$ cat src/rtl/assert_macros.svh
// Assertion macros for the ARP cache RTL; included by arpc_back.
// Depends on nothing; the bodies compile away when SYNTHESIS is defined.
`ifndef ASSERT_MACROS_SVH
`define ASSERT_MACROS_SVH
`ifndef SYNTHESIS
`define ASSERT_AT(label, clk, rst, prop) \
   label: assert property (@(posedge clk) disable iff (rst) prop) \
      else $error("assertion failed");
`define ASSERT_NEVER(label, clk, rst, cond) \
   label: assert property (@(posedge clk) disable iff (rst) !(cond)) \
      else $error("forbidden condition seen");
`else
`define ASSERT_AT(label, clk, rst, prop)
`define ASSERT_NEVER(label, clk, rst, cond)
`endif
`endif

$ cat src/rtl/arpc_pkg.sv
// Shared types and constants for the ARP cache.
// Used by arpc_front, arpc_back, arp_cache_table and the bench; depends on nothing.
package arpc_pkg;

   localparam int unsigned CACHE_ENTRIES_DEF = 8;
   localparam int unsigned QUEUE_DEPTH       = 2;
   localparam logic [31:0] TIMEOUT_RESET     = 32'd300;

   // Action codes of a request beat.
   localparam logic [1:0] ACT_LOOKUP = 2'd0;
   localparam logic [1:0] ACT_SET    = 2'd1;
   localparam logic [1:0] ACT_SWEEP  = 2'd2;

   typedef enum logic [1:0] {
      K_LOOKUP,
      K_SET,
      K_SWEEP,
      K_NOP
   } kind_type;

   typedef struct packed {
      kind_type    kind;
      logic [31:0] ip;
      logic [47:0] mac;
      logic [31:0] now;
   } item_type;

   typedef struct packed {
      logic [31:0] stamp;
      logic [47:0] mac;
      logic [31:0] ip;
   } entry_type;

   typedef enum logic [1:0] {
      BS_IDLE,
      BS_SCAN,
      BS_FINISH
   } back_state_type;

endpackage

$ cat src/rtl/arpc_ram.sv
// Generic single-write, single-read RAM with a registered read port.
// Stand-alone; used for the ARP cache entry store.
module arpc_ram #(
   parameter int unsigned WIDTH = 8,
   parameter int unsigned DEPTH = 8
) (
   input  logic                                  clock,
   input  logic                                  we,
   input  logic [(DEPTH > 1 ? $clog2(DEPTH) : 1)-1:0] waddr,
   input  logic [WIDTH-1:0]                      wdata,
   input  logic [(DEPTH > 1 ? $clog2(DEPTH) : 1)-1:0] raddr,
   output logic [WIDTH-1:0]                      rdata
);

   logic [WIDTH-1:0] mem_ff [DEPTH];

   // Write port and registered read.
   always_ff @(posedge clock) begin
      if (we) begin
         mem_ff[waddr] <= wdata;
      end
      rdata <= mem_ff[raddr];
   end

endmodule

$ cat src/rtl/arpc_front.sv
// Front end of the ARP cache: takes request beats, decodes the action and
// queues them for the back end. Depends on arpc_pkg.
module arpc_front (
   input  logic               clock,
   input  logic               reset,
   input  logic               req_valid,
   output logic               req_ready,
   input  logic [1:0]         req_action,
   input  logic [31:0]        req_ip_address,
   input  logic [47:0]        req_mac_address,
   input  logic [31:0]        req_now_seconds,
   output logic               item_valid,
   output arpc_pkg::item_type item,
   input  logic               item_pop
);

   arpc_pkg::item_type slot_ff [arpc_pkg::QUEUE_DEPTH];
   arpc_pkg::item_type dec_item;
   logic       wr_ptr_ff, wr_ptr_in;
   logic       rd_ptr_ff, rd_ptr_in;
   logic [1:0] count_ff, count_in;
   logic       push;

   // Classify the action of the incoming beat.
   always_comb begin
      dec_item.ip  = req_ip_address;
      dec_item.mac = req_mac_address;
      dec_item.now = req_now_seconds;
      unique case (req_action)
         arpc_pkg::ACT_LOOKUP: dec_item.kind = arpc_pkg::K_LOOKUP;
         arpc_pkg::ACT_SET:    dec_item.kind = arpc_pkg::K_SET;
         arpc_pkg::ACT_SWEEP:  dec_item.kind = arpc_pkg::K_SWEEP;
         default:              dec_item.kind = arpc_pkg::K_NOP;
      endcase
   end

   // Queue bookkeeping.
   assign req_ready  = (count_ff != 2'(arpc_pkg::QUEUE_DEPTH));
   assign push       = req_valid && req_ready;
   assign item_valid = (count_ff != 2'd0);
   assign item       = slot_ff[rd_ptr_ff];

   always_comb begin
      wr_ptr_in = push ? ~wr_ptr_ff : wr_ptr_ff;
      rd_ptr_in = item_pop ? ~rd_ptr_ff : rd_ptr_ff;
      count_in  = count_ff + 2'(push) - 2'(item_pop);
   end

   always_ff @(posedge clock) begin
      if (reset) begin
         wr_ptr_ff <= 1'b0;
         rd_ptr_ff <= 1'b0;
         count_ff  <= 2'd0;
      end else begin
         wr_ptr_ff <= wr_ptr_in;
         rd_ptr_ff <= rd_ptr_in;
         count_ff  <= count_in;
      end
   end

   // Queue storage carries payload only.
   always_ff @(posedge clock) begin
      if (push) begin
         slot_ff[wr_ptr_ff] <= dec_item;
      end
   end

endmodule

$ cat src/rtl/arpc_back.sv
// Back end of the ARP cache: walks the entry store one entry per cycle,
// updates it and produces the response beat. Depends on arpc_pkg, arpc_ram, assert_macros.svh.
`include "assert_macros.svh"
module arpc_back #(
   parameter int unsigned CACHE_ENTRIES = arpc_pkg::CACHE_ENTRIES_DEF
) (
   input  logic               clock,
   input  logic               reset,
   input  logic               item_valid,
   input  arpc_pkg::item_type item,
   output logic               item_pop,
   input  logic               csr_wr_en,
   input  logic [31:0]        csr_wr_data,
   output logic               rsp_valid,
   input  logic               rsp_ready,
   output logic               rsp_hit,
   output logic [47:0]        rsp_mac_address_out,
   output logic [2:0]         rsp_slot_index,
   output logic               rsp_evicted_valid,
   output logic [3:0]         rsp_expired_count
);

   localparam int unsigned AW = (CACHE_ENTRIES > 1) ? $clog2(CACHE_ENTRIES) : 1;
   localparam int unsigned CW = $clog2(CACHE_ENTRIES + 1);

   arpc_pkg::back_state_type state_ff, state_in;
   arpc_pkg::item_type       work_ff;
   arpc_pkg::entry_type      rd_entry;
   logic [$bits(arpc_pkg::entry_type)-1:0] rd_bits;

   logic [31:0]              timeout_ff;
   logic [CACHE_ENTRIES-1:0] valid_ff, valid_in;
   logic [CW-1:0]            cnt_ff, cnt_in;
   logic                     p_vld_ff;
   logic [AW-1:0]            p_idx_ff;

   logic          found_ff, found_in;
   logic [AW-1:0] found_idx_ff, found_idx_in;
   logic [47:0]   found_mac_ff, found_mac_in;
   logic          free_ff, free_in;
   logic [AW-1:0] free_idx_ff, free_idx_in;
   logic          min_set_ff, min_set_in;
   logic [AW-1:0] min_idx_ff, min_idx_in;
   logic [31:0]   min_stamp_ff, min_stamp_in;
   logic [3:0]    expired_ff, expired_in;

   logic          start, scan_last, finish_go, ram_we;
   logic [AW-1:0] set_slot;
   logic [31:0]   age;
   logic          cur_valid;

   logic          rsp_valid_ff;
   logic          hit_ff;
   logic [47:0]   mac_ff;
   logic [2:0]    slot_ff;
   logic          evict_ff;
   logic [3:0]    exp_ff;

   assign rd_entry  = arpc_pkg::entry_type'(rd_bits);
   assign scan_last = (cnt_ff == CW'(CACHE_ENTRIES));
   assign cur_valid = valid_ff[p_idx_ff];
   assign age       = work_ff.now - rd_entry.stamp;

   // Slot that a set writes: the match, else the first free, else the oldest.
   assign set_slot = found_ff ? found_idx_ff : (free_ff ? free_idx_ff : min_idx_ff);

   // Entry store.
   arpc_ram #(
      .WIDTH ($bits(arpc_pkg::entry_type)),
      .DEPTH (CACHE_ENTRIES)
   ) u_ram (
      .clock (clock),
      .we    (ram_we),
      .waddr (set_slot),
      .wdata ({work_ff.now, work_ff.mac, work_ff.ip}),
      .raddr (cnt_ff[AW-1:0]),
      .rdata (rd_bits)
   );

   // Next state.
   always_comb begin
      state_in = state_ff;
      unique case (state_ff)
         arpc_pkg::BS_IDLE:   if (item_valid) state_in = arpc_pkg::BS_SCAN;
         arpc_pkg::BS_SCAN:   if (scan_last) state_in = arpc_pkg::BS_FINISH;
         arpc_pkg::BS_FINISH: if (!rsp_valid_ff || rsp_ready) state_in = arpc_pkg::BS_IDLE;
         default:             state_in = arpc_pkg::BS_IDLE;
      endcase
   end

   // State outputs.
   always_comb begin
      start     = 1'b0;
      finish_go = 1'b0;
      unique case (state_ff)
         arpc_pkg::BS_IDLE:   start = item_valid;
         arpc_pkg::BS_SCAN:   ;
         arpc_pkg::BS_FINISH: finish_go = !rsp_valid_ff || rsp_ready;
         default:             ;
      endcase
   end

   assign item_pop = start;
   assign ram_we   = finish_go && (work_ff.kind == arpc_pkg::K_SET);

   // Scan counter.
   always_comb begin
      if (start) begin
         cnt_in = '0;
      end else if ((state_ff == arpc_pkg::BS_SCAN) && !scan_last) begin
         cnt_in = cnt_ff + CW'(1);
      end else begin
         cnt_in = cnt_ff;
      end
   end

   // Per-entry accumulation while the scan streams entries out of the store.
   always_comb begin
      found_in     = found_ff;
      found_idx_in = found_idx_ff;
      found_mac_in = found_mac_ff;
      free_in      = free_ff;
      free_idx_in  = free_idx_ff;
      min_set_in   = min_set_ff;
      min_idx_in   = min_idx_ff;
      min_stamp_in = min_stamp_ff;
      expired_in   = expired_ff;
      valid_in     = valid_ff;
      if (start) begin
         found_in   = 1'b0;
         free_in    = 1'b0;
         min_set_in = 1'b0;
         expired_in = 4'd0;
      end else if (p_vld_ff) begin
         if (cur_valid && (rd_entry.ip == work_ff.ip) && !found_ff) begin
            found_in     = 1'b1;
            found_idx_in = p_idx_ff;
            found_mac_in = rd_entry.mac;
         end
         if (!cur_valid && !free_ff) begin
            free_in     = 1'b1;
            free_idx_in = p_idx_ff;
         end
         if (!min_set_ff || (rd_entry.stamp < min_stamp_ff)) begin
            min_set_in   = 1'b1;
            min_idx_in   = p_idx_ff;
            min_stamp_in = rd_entry.stamp;
         end
         if ((work_ff.kind == arpc_pkg::K_SWEEP) && cur_valid && (age > timeout_ff)) begin
            valid_in[p_idx_ff] = 1'b0;
            if (expired_ff != 4'hF) begin
               expired_in = expired_ff + 4'd1;
            end
         end
      end
      if (ram_we) begin
         valid_in[set_slot] = 1'b1;
      end
   end

   // Control registers.
   always_ff @(posedge clock) begin
      if (reset) begin
         state_ff     <= arpc_pkg::BS_IDLE;
         timeout_ff   <= arpc_pkg::TIMEOUT_RESET;
         valid_ff     <= '0;
         cnt_ff       <= '0;
         p_vld_ff     <= 1'b0;
         rsp_valid_ff <= 1'b0;
      end else begin
         state_ff <= state_in;
         if (csr_wr_en) begin
            timeout_ff <= csr_wr_data;
         end
         valid_ff <= valid_in;
         cnt_ff   <= cnt_in;
         p_vld_ff <= (state_ff == arpc_pkg::BS_SCAN) && !scan_last;
         if (finish_go) begin
            rsp_valid_ff <= 1'b1;
         end else if (rsp_ready) begin
            rsp_valid_ff <= 1'b0;
         end
      end
   end

   // Working item, accumulators and response payload.
   always_ff @(posedge clock) begin
      if (start) begin
         work_ff <= item;
      end
      p_idx_ff     <= cnt_ff[AW-1:0];
      found_ff     <= found_in;
      found_idx_ff <= found_idx_in;
      found_mac_ff <= found_mac_in;
      free_ff      <= free_in;
      free_idx_ff  <= free_idx_in;
      min_set_ff   <= min_set_in;
      min_idx_ff   <= min_idx_in;
      min_stamp_ff <= min_stamp_in;
      expired_ff   <= expired_in;
      if (finish_go) begin
         hit_ff   <= 1'b0;
         mac_ff   <= 48'd0;
         slot_ff  <= 3'd0;
         evict_ff <= 1'b0;
         exp_ff   <= 4'd0;
         case (work_ff.kind)
            arpc_pkg::K_LOOKUP: begin
               hit_ff <= found_ff;
               if (found_ff) begin
                  mac_ff  <= found_mac_ff;
                  slot_ff <= 3'(found_idx_ff);
               end
            end
            arpc_pkg::K_SET: begin
               hit_ff   <= found_ff;
               slot_ff  <= 3'(set_slot);
               evict_ff <= !found_ff && !free_ff;
            end
            arpc_pkg::K_SWEEP: exp_ff <= expired_ff;
            default: ;
         endcase
      end
   end

   assign rsp_valid           = rsp_valid_ff;
   assign rsp_hit             = hit_ff;
   assign rsp_mac_address_out = mac_ff;
   assign rsp_slot_index      = slot_ff;
   assign rsp_evicted_valid   = evict_ff;
   assign rsp_expired_count   = exp_ff;

   `ASSERT_AT(a_evict_not_hit, clock, reset, (rsp_valid_ff && evict_ff) |-> !hit_ff)
   `ASSERT_NEVER(a_we_outside_set, clock, reset, ram_we && (state_ff != arpc_pkg::BS_FINISH))
   `ASSERT_AT(a_scan_ends, clock, reset, ((state_ff == arpc_pkg::BS_SCAN) && scan_last) |=> (state_ff == arpc_pkg::BS_FINISH))
   `ASSERT_AT(a_pop_only_idle, clock, reset, item_pop |-> (item_valid && (state_ff == arpc_pkg::BS_IDLE)))

endmodule

$ cat src/rtl/arp_cache_table.sv
// ARP cache with CACHE_ENTRIES slots mapping IPv4 to MAC addresses; a beat is
// a lookup, a set or an age sweep; action code 3 is a no-op. In the back end the
// entry store has one read port and is walked one entry per cycle, then the finish
// state, once the response register is free, writes a set back and loads the
// response register. A two-beat queue in front keeps accepting requests until it
// is full while the walk runs. No clearing pass is needed after reset; the valid
// bits clear at once. Depends on arpc_pkg, arpc_front, arpc_back, arpc_ram.
module arp_cache_table #(
   parameter int unsigned CACHE_ENTRIES = arpc_pkg::CACHE_ENTRIES_DEF
) (
   input  logic        clock,
   input  logic        reset,
   input  logic        req_valid,
   output logic        req_ready,
   input  logic [1:0]  req_action,
   input  logic [31:0] req_ip_address,
   input  logic [47:0] req_mac_address,
   input  logic [31:0] req_now_seconds,
   output logic        rsp_valid,
   input  logic        rsp_ready,
   output logic        rsp_hit,
   output logic [47:0] rsp_mac_address_out,
   output logic [2:0]  rsp_slot_index,
   output logic        rsp_evicted_valid,
   output logic [3:0]  rsp_expired_count,
   input  logic        csr_wr_en,
   input  logic [31:0] csr_wr_data
);

   logic               item_valid;
   logic               item_pop;
   arpc_pkg::item_type item;

   arpc_front u_front (
      .clock           (clock),
      .reset           (reset),
      .req_valid       (req_valid),
      .req_ready       (req_ready),
      .req_action      (req_action),
      .req_ip_address  (req_ip_address),
      .req_mac_address (req_mac_address),
      .req_now_seconds (req_now_seconds),
      .item_valid      (item_valid),
      .item            (item),
      .item_pop        (item_pop)
   );

   arpc_back #(
      .CACHE_ENTRIES (CACHE_ENTRIES)
   ) u_back (
      .clock               (clock),
      .reset               (reset),
      .item_valid          (item_valid),
      .item                (item),
      .item_pop            (item_pop),
      .csr_wr_en           (csr_wr_en),
      .csr_wr_data         (csr_wr_data),
      .rsp_valid           (rsp_valid),
      .rsp_ready           (rsp_ready),
      .rsp_hit             (rsp_hit),
      .rsp_mac_address_out (rsp_mac_address_out),
      .rsp_slot_index      (rsp_slot_index),
      .rsp_evicted_valid   (rsp_evicted_valid),
      .rsp_expired_count   (rsp_expired_count)
   );

endmodule

$ cat config.mk
export PLATFORM = sky130hd
export DESIGN_NAME = arp_cache_table
export DESIGN_NICKNAME = d
export VERILOG_FILES = /design/src/rtl/arpc_pkg.sv /design/src/rtl/arpc_ram.sv /design/src/rtl/arpc_front.sv /design/src/rtl/arpc_back.sv /design/src/rtl/arp_cache_table.sv
export VERILOG_INCLUDE_DIRS = /design/src /design/src/rtl
export SDC_FILE = /design/constraint.sdc
export NUM_CORES = 1
export LEC_CHECK = 0
export ABC_AREA = 1
export BUFFER_PORTS_ARGS = -buffer_cell sky130_fd_sc_hd__buf_2
export CORE_MARGIN = 5
export CORE_UTILIZATION = 30
export CTS_BUF_LIST = sky130_fd_sc_hd__clkbuf_2
export DETAILED_ROUTE_END_ITERATION = 8
export PLACE_DENSITY = 0.44
export SYNTH_ARGS = -nofsm -noshare
export SYNTH_HDL_FRONTEND = slang
export SYNTH_SLANG_ARGS = --single-unit
export TNS_END_PERCENT = 30
$ cat constraint.sdc
create_clock -name clock -period 34.3 [get_ports clock]
set_input_delay 3.43 -clock clock [delete_from_list [all_inputs] [get_ports clock]]
set_output_delay 3.43 -clock clock [all_outputs]
set_load 0.005 [all_outputs]
## Yosys cells after proc, flatten, opt, wreduce, memory -nomap -nowiden

Memory sizes are Yosys's and may differ from the RTL's. A register that Yosys moved wholly into a read port is not among the register bits.
Cells that the tools add are included.

| storage, ports and cells | value |
|---|---|
| bits in writable memories | 1,124 |
| input bits | 151 |
| bits in registers | 208 |
| memories kept | 2 |
| output and inout port bits | 59 |
| logic and storage cells | 118 |

| operators by class | value |
|---|---|
| mux-type cells | 27 |
| $lt $le $gt $ge | 6 |
| reduce and logical (&&, ||, !) cells | 35 |
| bitwise operators | 6 |
| add/sub/neg operators | 5 |
| equal/unequal tests | 13 |

Memories:

| memory | depth | bits a word | rd ports | clocked after Yosys merged registers in | wr ports | RTL line | text |
|---|---|---|---|---|---|---|---|
| u_back.u_ram.mem_ff | 8 | 112 | 1 | 1 | 1 | arpc_ram.sv:15 | `logic [WIDTH-1:0] mem_ff [DEPTH];` |
| u_front.slot_ff | 2 | 114 | 1 | 1 | 1 | arpc_front.sv:17 | `arpc_pkg::item_type slot_ff [arpc_pkg::QUEUE_DEPTH];` |

Operators with widths:

| kind | number |
|---|---|
| $eq A32 B32 Y1 | 1 |
| $gt A32 B32 Y1 | 1 |
| $lt A32 B32 Y1 | 1 |
| $mux W8 | 4 |
| $sub A32 B32 Y32 | 1 |
| $reduce_and A3 Y1 | 5 |
| $pmux W2 S3 | 2 |
| $logic_and A1 B1 Y1 | 11 |
| $mux W1 | 11 |
| $mux W3 | 3 |
| $add A4 B1 Y4 const B | 2 |
| $and A8 B8 Y8 | 1 |
| $lt A3 B4 Y1 const B | 2 |
| $not A8 Y8 | 1 |
| $or A8 B8 Y8 | 1 |
| $reduce_and A2 Y1 | 4 |
| $demux W1 S3 | 2 |
| $eq A2 B1 Y1 const B | 3 |
| $eq A2 B2 Y1 const B | 3 |
| $ge A3 B1 Y1 const B | 2 |
| $logic_not A1 Y1 | 6 |
| $logic_not A2 Y1 | 3 |
| $mux W2 | 3 |
| $ne A2 B1 Y1 const B | 3 |
| 11 further kinds | 16 |

## Depth between registers and ports, before layout

Gate-level depths: netlist of the first run.

| logic depth | value |
|---|---|
| depth after elaboration | 11 |
| mapped depth | 25 |
| mapped depth without buffers | 25 |

## Cells and area by module

Synthesis of the first run repeated with hierarchy kept, for this count alone.

| second synthesis, totals | value |
|---|---|
| cells, all modules | 5,827 |
| area total of the unflattened synthesis | 64,931.0 um^2 |

Modules (own cells, without submodules):

| module | cells an instance | area an instance (um^2) | sequential area each (um^2) | instances |
|---|---|---|---|---|
| arpc_ram | 4,001 | 41,342.2 | 29,148.0 | 1 |
| arpc_back | 1,438 | 14,885.5 | 8,968.6 | 1 |
| arpc_front | 388 | 8,703.3 | 6,946.7 | 1 |

## Least setup slack after synthesis of the first run

OpenSTA, ideal clock, no wires.

| path | value |
|---|---|
| kind | input to register |
| start point | input rsp_ready |
| end point | memory u_back.u_ram.mem_ff[1][0] (netlist bit) (enable) |
| path slack | 20.960 ns |
| required time | 33.712 ns |
| setup time | 0.588 ns |
| arrival time | 12.752 ns |
| path buffers | 0 |
| stages | 6 |
| path through | nor2_1 nor3_1 nand2_1 a21oi_1 inv_1 nor2_1 |

| on the way | value |
|---|---|
| cells in the longest elaborated chain, start to end | 5 |

Ends and longest elaborated chain:

| element | RTL line | text |
|---|---|---|
| start: declaration | arp_cache_table.sv:20 | `input logic rsp_ready,` |
| $logic_or A1 B1 Y1 | arpc_back.sv:98 | `arpc_pkg::BS_FINISH: finish_go = !rsp_valid_ff \|\| rsp_ready;` |
| $mux W1 | arpc_back.sv:95 | `unique case (state_ff)` |
| named net u_back.finish_go | arpc_back.sv:47 | `logic start, scan_last, finish_go, ram_we;` |
| $logic_and A1 B1 Y1 | arpc_back.sv:104 | `assign ram_we = finish_go && (work_ff.kind == arpc_pkg::K_SET);` |
| $mux W1 | arpc_ram.sv:19 | `if (we) begin` |
| $mux W1 (not written as such) | arpc_ram.sv:20 | `mem_ff[waddr] <= wdata;` |
| end: declaration | arpc_ram.sv:15 |  |

The timed path passes the listed nets, and every way through them passes these cells.

## Final worst setup path of the first run

| path | value |
|---|---|
| start point | input rsp_ready |
| end point | memory u_back.u_ram.mem_ff[4][2] (netlist bit) (enable) |

The elaborated chain is that of the path after synthesis.

==> results.ini, run 1 <==
[setup_path]
start_kind = input pin
required_ns = 35.50
cp_max_fo = 58
path_class = input pin to flop
critPathMaxStageDelay_ns = 0.95
arrival_ns = 7.53
crit_path_end_kind = flop
crit_path_frequent_cell = buf_4
crit_chain = buf_2 -> nor2_1 -> nor3_2 -> buf_4 -> nand2_1 -> nor2_1 -> inv_1 -> nor2_4 -> buf_4 -> buf_4
crit_slowest_cell = nor2_4

[clocking]
cts_root_buf = clkbuf_2
cts_tree = built
cts-htree-levels = 5
cts_buffer_depth = 4
postCtsHoldBufs = 0
clkSinkCount = 1558
worstSkewPairLatency_ns = 1.77
postCtsSetupBuffers = 0
path_clk_slew_ns = 0.09
post_cts_resized = 0
numCtsBuffers = 420

[floorplan]
design.core.area_um2 = 197000
start_util = 0.301
die_x_um = 455
fp.dieArea_um2 = 207000
dieHeight_um = 455
floorplan.rows = 163
pin_count = 210

[pwr]
p_switching_uw = 1860
p_sw_frac = 0.350
power.sequential.fraction = 0.510
p_total_uw = 5310
pwr-share-clk = 0.247
internal_power_uw = 3450
leakage_uw = 0.0242
powerDensity_nw_per_um2 = 79.0
ir_worst_vdd_v = 0.0000463
p_comb_frac = 0.243

[grt]
grt_overflow_total = 0
grt_usage = 0.145
grt_pass1_wl_mm = 227
grt_max_degree = 203
grt_pass1_vias = 36074
antenna_found_initial = 17

[timing]
period_needed_ns = 6.33
hold_ws_ns = 0.348
skew_ns = 0.210
relSlewSlack = 0.203
tightest_slew_ns = 1.19
rsz0062_at_grt = false
max_freq_ghz = 0.158
setup_viol = 0
hold_violations = 0
fin_crit_sh = 0.185
fin_setup_tns_ns = 0
slew_viol_final = 0

[drt]
drtIter0Drc = 2100
avgViaCountPerCell = 4.53
route.detailed.drc = 0
wl_mm = 152
drtAntennaViolNets = 0
dr.pass1.iters = 5
wl_per_cell_um = 19.5
vias = 35385

[synthesis]
synth_cell_types = 41
synth_edf_count = 1384
ys_ff_latch = 1558
syn_nets = 4612
async_flop_share = 0
syn_inst = 4361
syn_area_um2 = 59400
ys.warnings.count = 0
ys.flop_type = edfxtp_1
synth_area_per_cell_um2 = 13.6
synth_seq_area_share = 0.759

[final_layout]
fin_area_um2 = 67200
fill_cells = 19753
drive_gt1_frac = 0.213
instances_no_fill = 7817
final_nets = 5087
area_growth_pct = 13.3

[hold_path]
hold_class = flop to flop

[place]
place_area_um2 = 63300
dp_hpwl_mm = 88.2
portBuffers = 209
place_inst = 7053
gp_congestion = 0.753

[outcome]
outcome = finished, final reports clean

[run]
maxCapViolCount = 0

-- path summary, 6_finish.rpt --
| kind | from | to | depth (start not counted) | slack (ns) |
|---|---|---|---|---|
| setup reg to reg | u_back.rsp_valid | u_back.u_ram.mem_ff[4][2] | 10 | 29.56 |
| setup / recovery | rsp_ready | u_back.u_ram.mem_ff[4][2] | 10 | 27.97 |
| hold reg to reg | u_back.u_ram.rdata[49] | u_back.found_mac_ff[17] | 0 | 0.35 |
| hold / removal | u_back.u_ram.rdata[49] | u_back.found_mac_ff[17] | 0 | 0.35 |
-- layout make-up --
cell class / count / area (µm²) / share of cell area
Antenna cell: 10 / 25.0 / 0.000372
Tap cell: 2640 / 3300 / 0.0491
Sequential cell: 1558 / 45100 / 0.670
Multi-Input combinational cell: 2354 / 12600 / 0.188
Clock buffer: 677 / 3390 / 0.0504
Clock inverter: 76 / 462 / 0.00687
Timing Repair Buffer: 260 / 1470 / 0.0218
Inverter: 242 / 931 / 0.0138
-- synth_stat cells (2+ instances only) --
master | number | area, µm²
mux2_2 | 114 | 1280
a21o_1 | 6 | 45.0
nand2_1 | 158 | 593
xor2_1 | 27 | 236
a31oi_1 | 114 | 713
ha_1 | 99 | 1240
nor2_1 | 944 | 3540
nand2_2 | 2 | 12.5
inv_2 | 2 | 7.51
buf_1 | 12 | 45.0
edfxtp_1 | 1384 | 41600
o21ai_1 | 3 | 15.0
buf_2 | 58 | 290
a21boi_0 | 4 | 30.0
clkbuf_1 | 125 | 469
xnor2_1 | 21 | 184
buf_4 | 10 | 75.1
o211ai_1 | 5 | 37.5
inv_1 | 237 | 890
nand4_1 | 26 | 163
nor4_1 | 8 | 50.1
o21bai_1 | 3 | 22.5
a211oi_1 | 3 | 22.5
a21oi_1 | 123 | 616
clkinv_1 | 3 | 11.3
nand3b_1 | 2 | 15.0
o21ai_0 | 521 | 2610
dfxtp_1 | 174 | 3480
nand3_1 | 30 | 150
o21a_1 | 5 | 37.5
o22ai_1 | 119 | 744
nor3_1 | 10 | 50.1
-- flip-flops by register name, summed over array words and instances (netlist names), 8 cells and up --
name	count
u_back.u_ram.mem_ff	896
u_front.slot_ff	228
u_back.work_ff	114
u_back.u_ram.rdata	112
u_back.found_mac_ff	48
u_back.rsp_mac_address_out	48
u_back.min_stamp_ff	32
u_back.timeout_ff	32
u_back.valid_ff	8
-- power by group through the flow --
stage	sequential [µW]	combinational, µW	clock (µW)
2_1_floorplan	2620	926	0
3_3_place_gp	2760	1310	0
3_5_place_dp	2760	1320	0
4_1_cts	2720	1330	1390
5_1_grt	2740	1480	1490
6_report	2710	1290	1310
-- metal layers --
| metal | share of wire | routed length [µm] | track usage |
|---|---|---|---|
| met1 | 0.45 | 68900 | 0.191 |
| met2 | 0.48 | 72700 | 0.238 |
| met3 | 0.049 | 7480 | 0.0347 |
| met4 | 0.020 | 3110 | 0.0451 |
| met5 | 0.00018 | 28 | 0 |
-- cells in the final DEF (no fill, tap or decap), types with 4 or more instances in the layout --
cell type | netlist | layout
a21boi_0 | 4 | 4
a21o_1 | 6 | 6
a21oi_1 | 123 | 122
a31oi_1 | 114 | 114
buf_2 | 58 | 209
buf_4 | 10 | 48
bufinv_16 | 0 | 6
clkbuf_2 | 0 | 677
clkinv_1 | 3 | 55
clkinv_2 | 0 | 9
dfxtp_1 | 174 | 171
diode_2 | 0 | 10
edfxtp_1 | 1384 | 1384
ha_1 | 99 | 99
inv_1 | 237 | 237
inv_2 | 2 | 5
mux2_2 | 114 | 114
nand2_1 | 158 | 157
nand3_1 | 30 | 30
nand4_1 | 26 | 26
nor2_1 | 944 | 933
nor2_4 | 0 | 11
nor3_1 | 10 | 9
nor4_1 | 8 | 8
o211ai_1 | 5 | 5
o21a_1 | 5 | 5
o21ai_0 | 521 | 521
o22ai_1 | 119 | 119
xnor2_1 | 21 | 21
xor2_1 | 27 | 27
-- critical path: cells and delay by family --
| kind | cells | cell delay [ns] |
|---|---|---|
| buffers and inverters | 5 | 2.44 |
| and+or+nand+nor | 5 | 1.55 |
-- through the flow --
stage / utilization / setup WS (ns)
finish: 0.341 / 27.97
global route: 0.341 / 27.84
CTS: 0.341 / 27.96
detailed placement: 0.322 / 26.05
global placement: 0.322 / 26.01
floorplan: - / 20.96
-- cell families after synthesis --
group                      after synthesis  synth area share
adders and majority gates              100            0.0212
muxes                                  114            0.0216
buffers and inverters                  449            0.0305
xor gates and xnor gates                48           0.00708
AOI/OAI and AO/OA                      908            0.0827
and+or+nand+nor                       1184            0.0780
DFF                                   1558             0.759
Note: power is estimated with default switching activity, not from simulation.
==> run 2, diff against run 1 <==
==> constraint.sdc (replaced) <==
create_clock -name clock -period 6.08 [get_ports clock]
set_input_delay 0.608 -clock clock [delete_from_list [all_inputs] [get_ports clock]]
set_output_delay 0.608 -clock clock [all_outputs]
set_load 0.005 [all_outputs]
==> run 2 against run 1 <==
Effect of this change:
- combinational power rose to 5.8 times the previous value
- largest cell class unchanged
- largest power group unchanged
- critical endpoint is now u_back.valid_ff[4]
- clock skew down 0.079 ns
- final cell count up 6.1%
==> results.ini, run 2 (synthesis gave the netlist of run 1 again) <==
[timing]
hold_violations = 0  ; unchanged
max_freq_ghz = 0.237
setup_viol = 0  ; unchanged
fin_setup_tns_ns = 0  ; unchanged
period_needed_ns = 4.22
slew_viol_final = 0  ; unchanged
relSlewSlack = 0.231  ; was 0.203
rsz0062_at_grt = false  ; unchanged
fin_crit_sh = 0.693
skew_ns = 0.131  ; was 0.210 ns
tightest_slew_ns = 1.15  ; was 1.19 ns

[grt]
grt_pass1_wl_mm = 236  ; was 227 mm
grt_overflow_total = 0  ; unchanged
grt_usage = 0.150  ; was 0.145
grt_pass1_vias = 38584  ; was 36,074
grt_max_degree = 172  ; was 203
antenna_found_initial = 5  ; was 17

[clocking]
clkSinkCount = 1558  ; unchanged
cts_root_buf = clkbuf_2  ; unchanged
cts-htree-levels = 5  ; unchanged
worstSkewPairLatency_ns = 1.76  ; was 1.77 ns
path_clk_slew_ns = 0.09  ; about the same
cts_tree = built  ; unchanged
post_cts_resized = 0  ; unchanged
numCtsBuffers = 429  ; was 420
cts_buffer_depth = 4  ; unchanged

[drt]
vias = 37436  ; was 35,385
dr.pass1.iters = 5  ; unchanged
drtIter0Drc = 2080  ; was 2,100
wl_per_cell_um = 19.1  ; was 19.5 µm
route.detailed.drc = 0  ; unchanged
drtAntennaViolNets = 0  ; unchanged
wl_mm = 158  ; was 152 mm
avgViaCountPerCell = 4.51  ; was 4.53

[pwr]
pwr-share-clk = 0.244  ; was 0.247
p_switching_uw = 10400  ; was 1860 µW
internal_power_uw = 19500  ; was 3450 µW
p_comb_frac = 0.252  ; was 0.243
leakage_uw = 0.0262  ; was 0.0242 µW
ir_worst_vdd_v = 0.000292  ; was 0.0000463 V
p_sw_frac = 0.348  ; was 0.350
p_total_uw = 29900  ; was 5310 µW
powerDensity_nw_per_um2 = 416  ; was 79.0 nW/µm²
power.sequential.fraction = 0.505  ; was 0.510

[setup_path]
crit_path_end_kind = flop  ; unchanged
crit_path_start = u_back.work_ff[0]  ; was rsp_ready
required_ns = 7.63  ; was 35.50 ns
crit_slowest_cell = edfxtp_1  ; was nor2_4
cp_max_fo = 9  ; was 58
path_class = flop to flop  ; was input pin to flop
crit_path_frequent_cell = nand2_1  ; was buf_4
r2r-start = u_back.work_ff[0]  ; was u_back.rsp_valid
arrival_ns = 5.77  ; was 7.53 ns
regToRegSetupSlack_ns = 1.86  ; was 29.56 ns
crit_chain = inv_1 -> ha_1 -> inv_1 -> fa_1 -> nand3_1 -> nand2_1 -> a21boi_0 -> o21ai_1 -> nand4_1 -> nand2_1 -> nand2_1 -> nand2_1 -> ha_1 -> nand2_1 -> nor2_1 -> nand4_1 -> inv_1 -> nand2_1 -> nand2_1 -> nand4_1 -> a21oi_1 -> nor2_1  ; was buf_2 -> nor2_1 -> nor3_2 -> buf_4 -> nand2_1 -> nor2_1 -> inv_1 -> nor2_4 -> buf_4 -> buf_4
critPathMaxStageDelay_ns = 0.52  ; was 0.95 ns
crit_path_end = u_back.valid_ff[4]  ; was u_back.u_ram.mem_ff[4][2]
reg2reg_to = u_back.valid_ff[4]  ; was u_back.u_ram.mem_ff[4][2]
rr_worst_depth = 22  ; was 10
start_kind = flop  ; was input pin

[floorplan]
floorplan.rows = 163  ; unchanged
design.core.area_um2 = 197000  ; unchanged
die_x_um = 455  ; unchanged
pin_count = 210  ; unchanged
dieHeight_um = 455  ; unchanged
fp.dieArea_um2 = 207000  ; unchanged
start_util = 0.301  ; unchanged

[hold_path]
hold_class = input pin to flop  ; was flop to flop
whs_path_depth = 3  ; was 0

[final_layout]
instances_no_fill = 8296  ; was 7,817
final_nets = 5574  ; was 5,087
top_regs = u_back.u_ram.mem_ff x896, u_front.slot_ff x228, u_back.work_ff x114  ; unchanged
final_common_cell = edfxtp_1  ; unchanged
fill_cells = 19554  ; was 19,753
area_growth_pct = 21.3  ; was 13.3%
drive_gt1_frac = 0.195  ; was 0.213
largest_register = u_back.u_ram.mem_ff  ; unchanged
largest_reg_flops = 896  ; unchanged
final_core_util = 0.366  ; was 0.341
most-common-layout-cells = edfxtp_1, nor2_1, clkbuf_2, o21ai_0, dlygate4sd3_1  ; was edfxtp_1, nor2_1, clkbuf_2, o21ai_0, inv_1
fin_area_um2 = 72000  ; was 67,200 µm²

[place]
dp_hpwl_mm = 84.1  ; was 88.2 mm
gp_congestion = 0.811  ; was 0.753
place_area_um2 = 63500  ; was 63,300 µm²
portBuffers = 209  ; unchanged
place_inst = 7055  ; was 7,053

[run]
maxCapViolCount = 0  ; unchanged

[outcome]
outcome = finished, final reports clean  ; unchanged

## run 2: per-stage QoR
| stage | hold WS [ns] | worst slack (ns) |
|---|---|---|
| after global routing | 0.134 | 1.47 |
| after global placement | 0.386 | 1.89 |
| after detailed placement | 0.389 | 1.88 |
| final | 0.349 | 1.86 |
| after floorplan | 0.350 | -0.742 |
| after CTS | 0.0124 | 1.87 |
## run 2: power groups by stage
stage          Combinational (µW)  Clock (µW)  Sequential (µW)
3_3_place_gp                 7440           0            15300
5_1_grt                      8560        8280            15300
6_report                     7540        7290            15100
3_5_place_dp                 7430           0            15400
4_1_cts                      7730        7690            15100
2_1_floorplan                5230           0            14800
## run 2: metal layers
layer / share of wire / track usage
met5: 0 / 0
met3: 0.047 / 0.0326
met1: 0.45 / 0.193
met2: 0.48 / 0.249
met4: 0.028 / 0.0564
## run 2: critical path, delay by kind of cell, from the launching register on
kind,cells,cell delay [ns]
AOI/OAI and AO/OA,3,0.77
adders and majority gates,3,0.87
buffers and inverters,3,0.29
DFF,1,0.52
and+or+nand+nor,13,1.64
## run 2: worst min-delay path by stage
stage,start,endpoint,slack (ns)
after floorplan,u_back.cnt_ff[1],u_back.p_idx_ff[1],0.35
after global placement,u_back.u_ram.rdata[57],u_back.found_mac_ff[25],0.39
after detailed placement,u_back.u_ram.rdata[46],u_back.found_mac_ff[14],0.39
after CTS,req_now_seconds[5],u_front.slot_ff[1][5],0.01
after global routing,req_now_seconds[5],u_front.slot_ff[1][5],0.13
final,req_now_seconds[5],u_front.slot_ff[1][5],0.35
## run 2: final cells by class
type	count	area, µm²	share of cell area
Sequential cell	1558	45100	0.626
Inverter	242	931	0.0129
Timing Repair Buffer	738	6360	0.0883
Antenna cell	5	12.5	0.000174
Tap cell	2640	3300	0.0459
Multi-Input combinational cell	2354	12600	0.175
Clock inverter	69	290	0.00403
Clock buffer	690	3450	0.0479
## run 2: what timing repair did
| action | CTS | global route |
|---|---|---|
| endpoints found under the setup margin | 0 | 0 |
| hold buffers | 477 | 0 |
| endpoints found under the hold margin | 614 | 0 |
| buffers inserted | 0 | 0 |
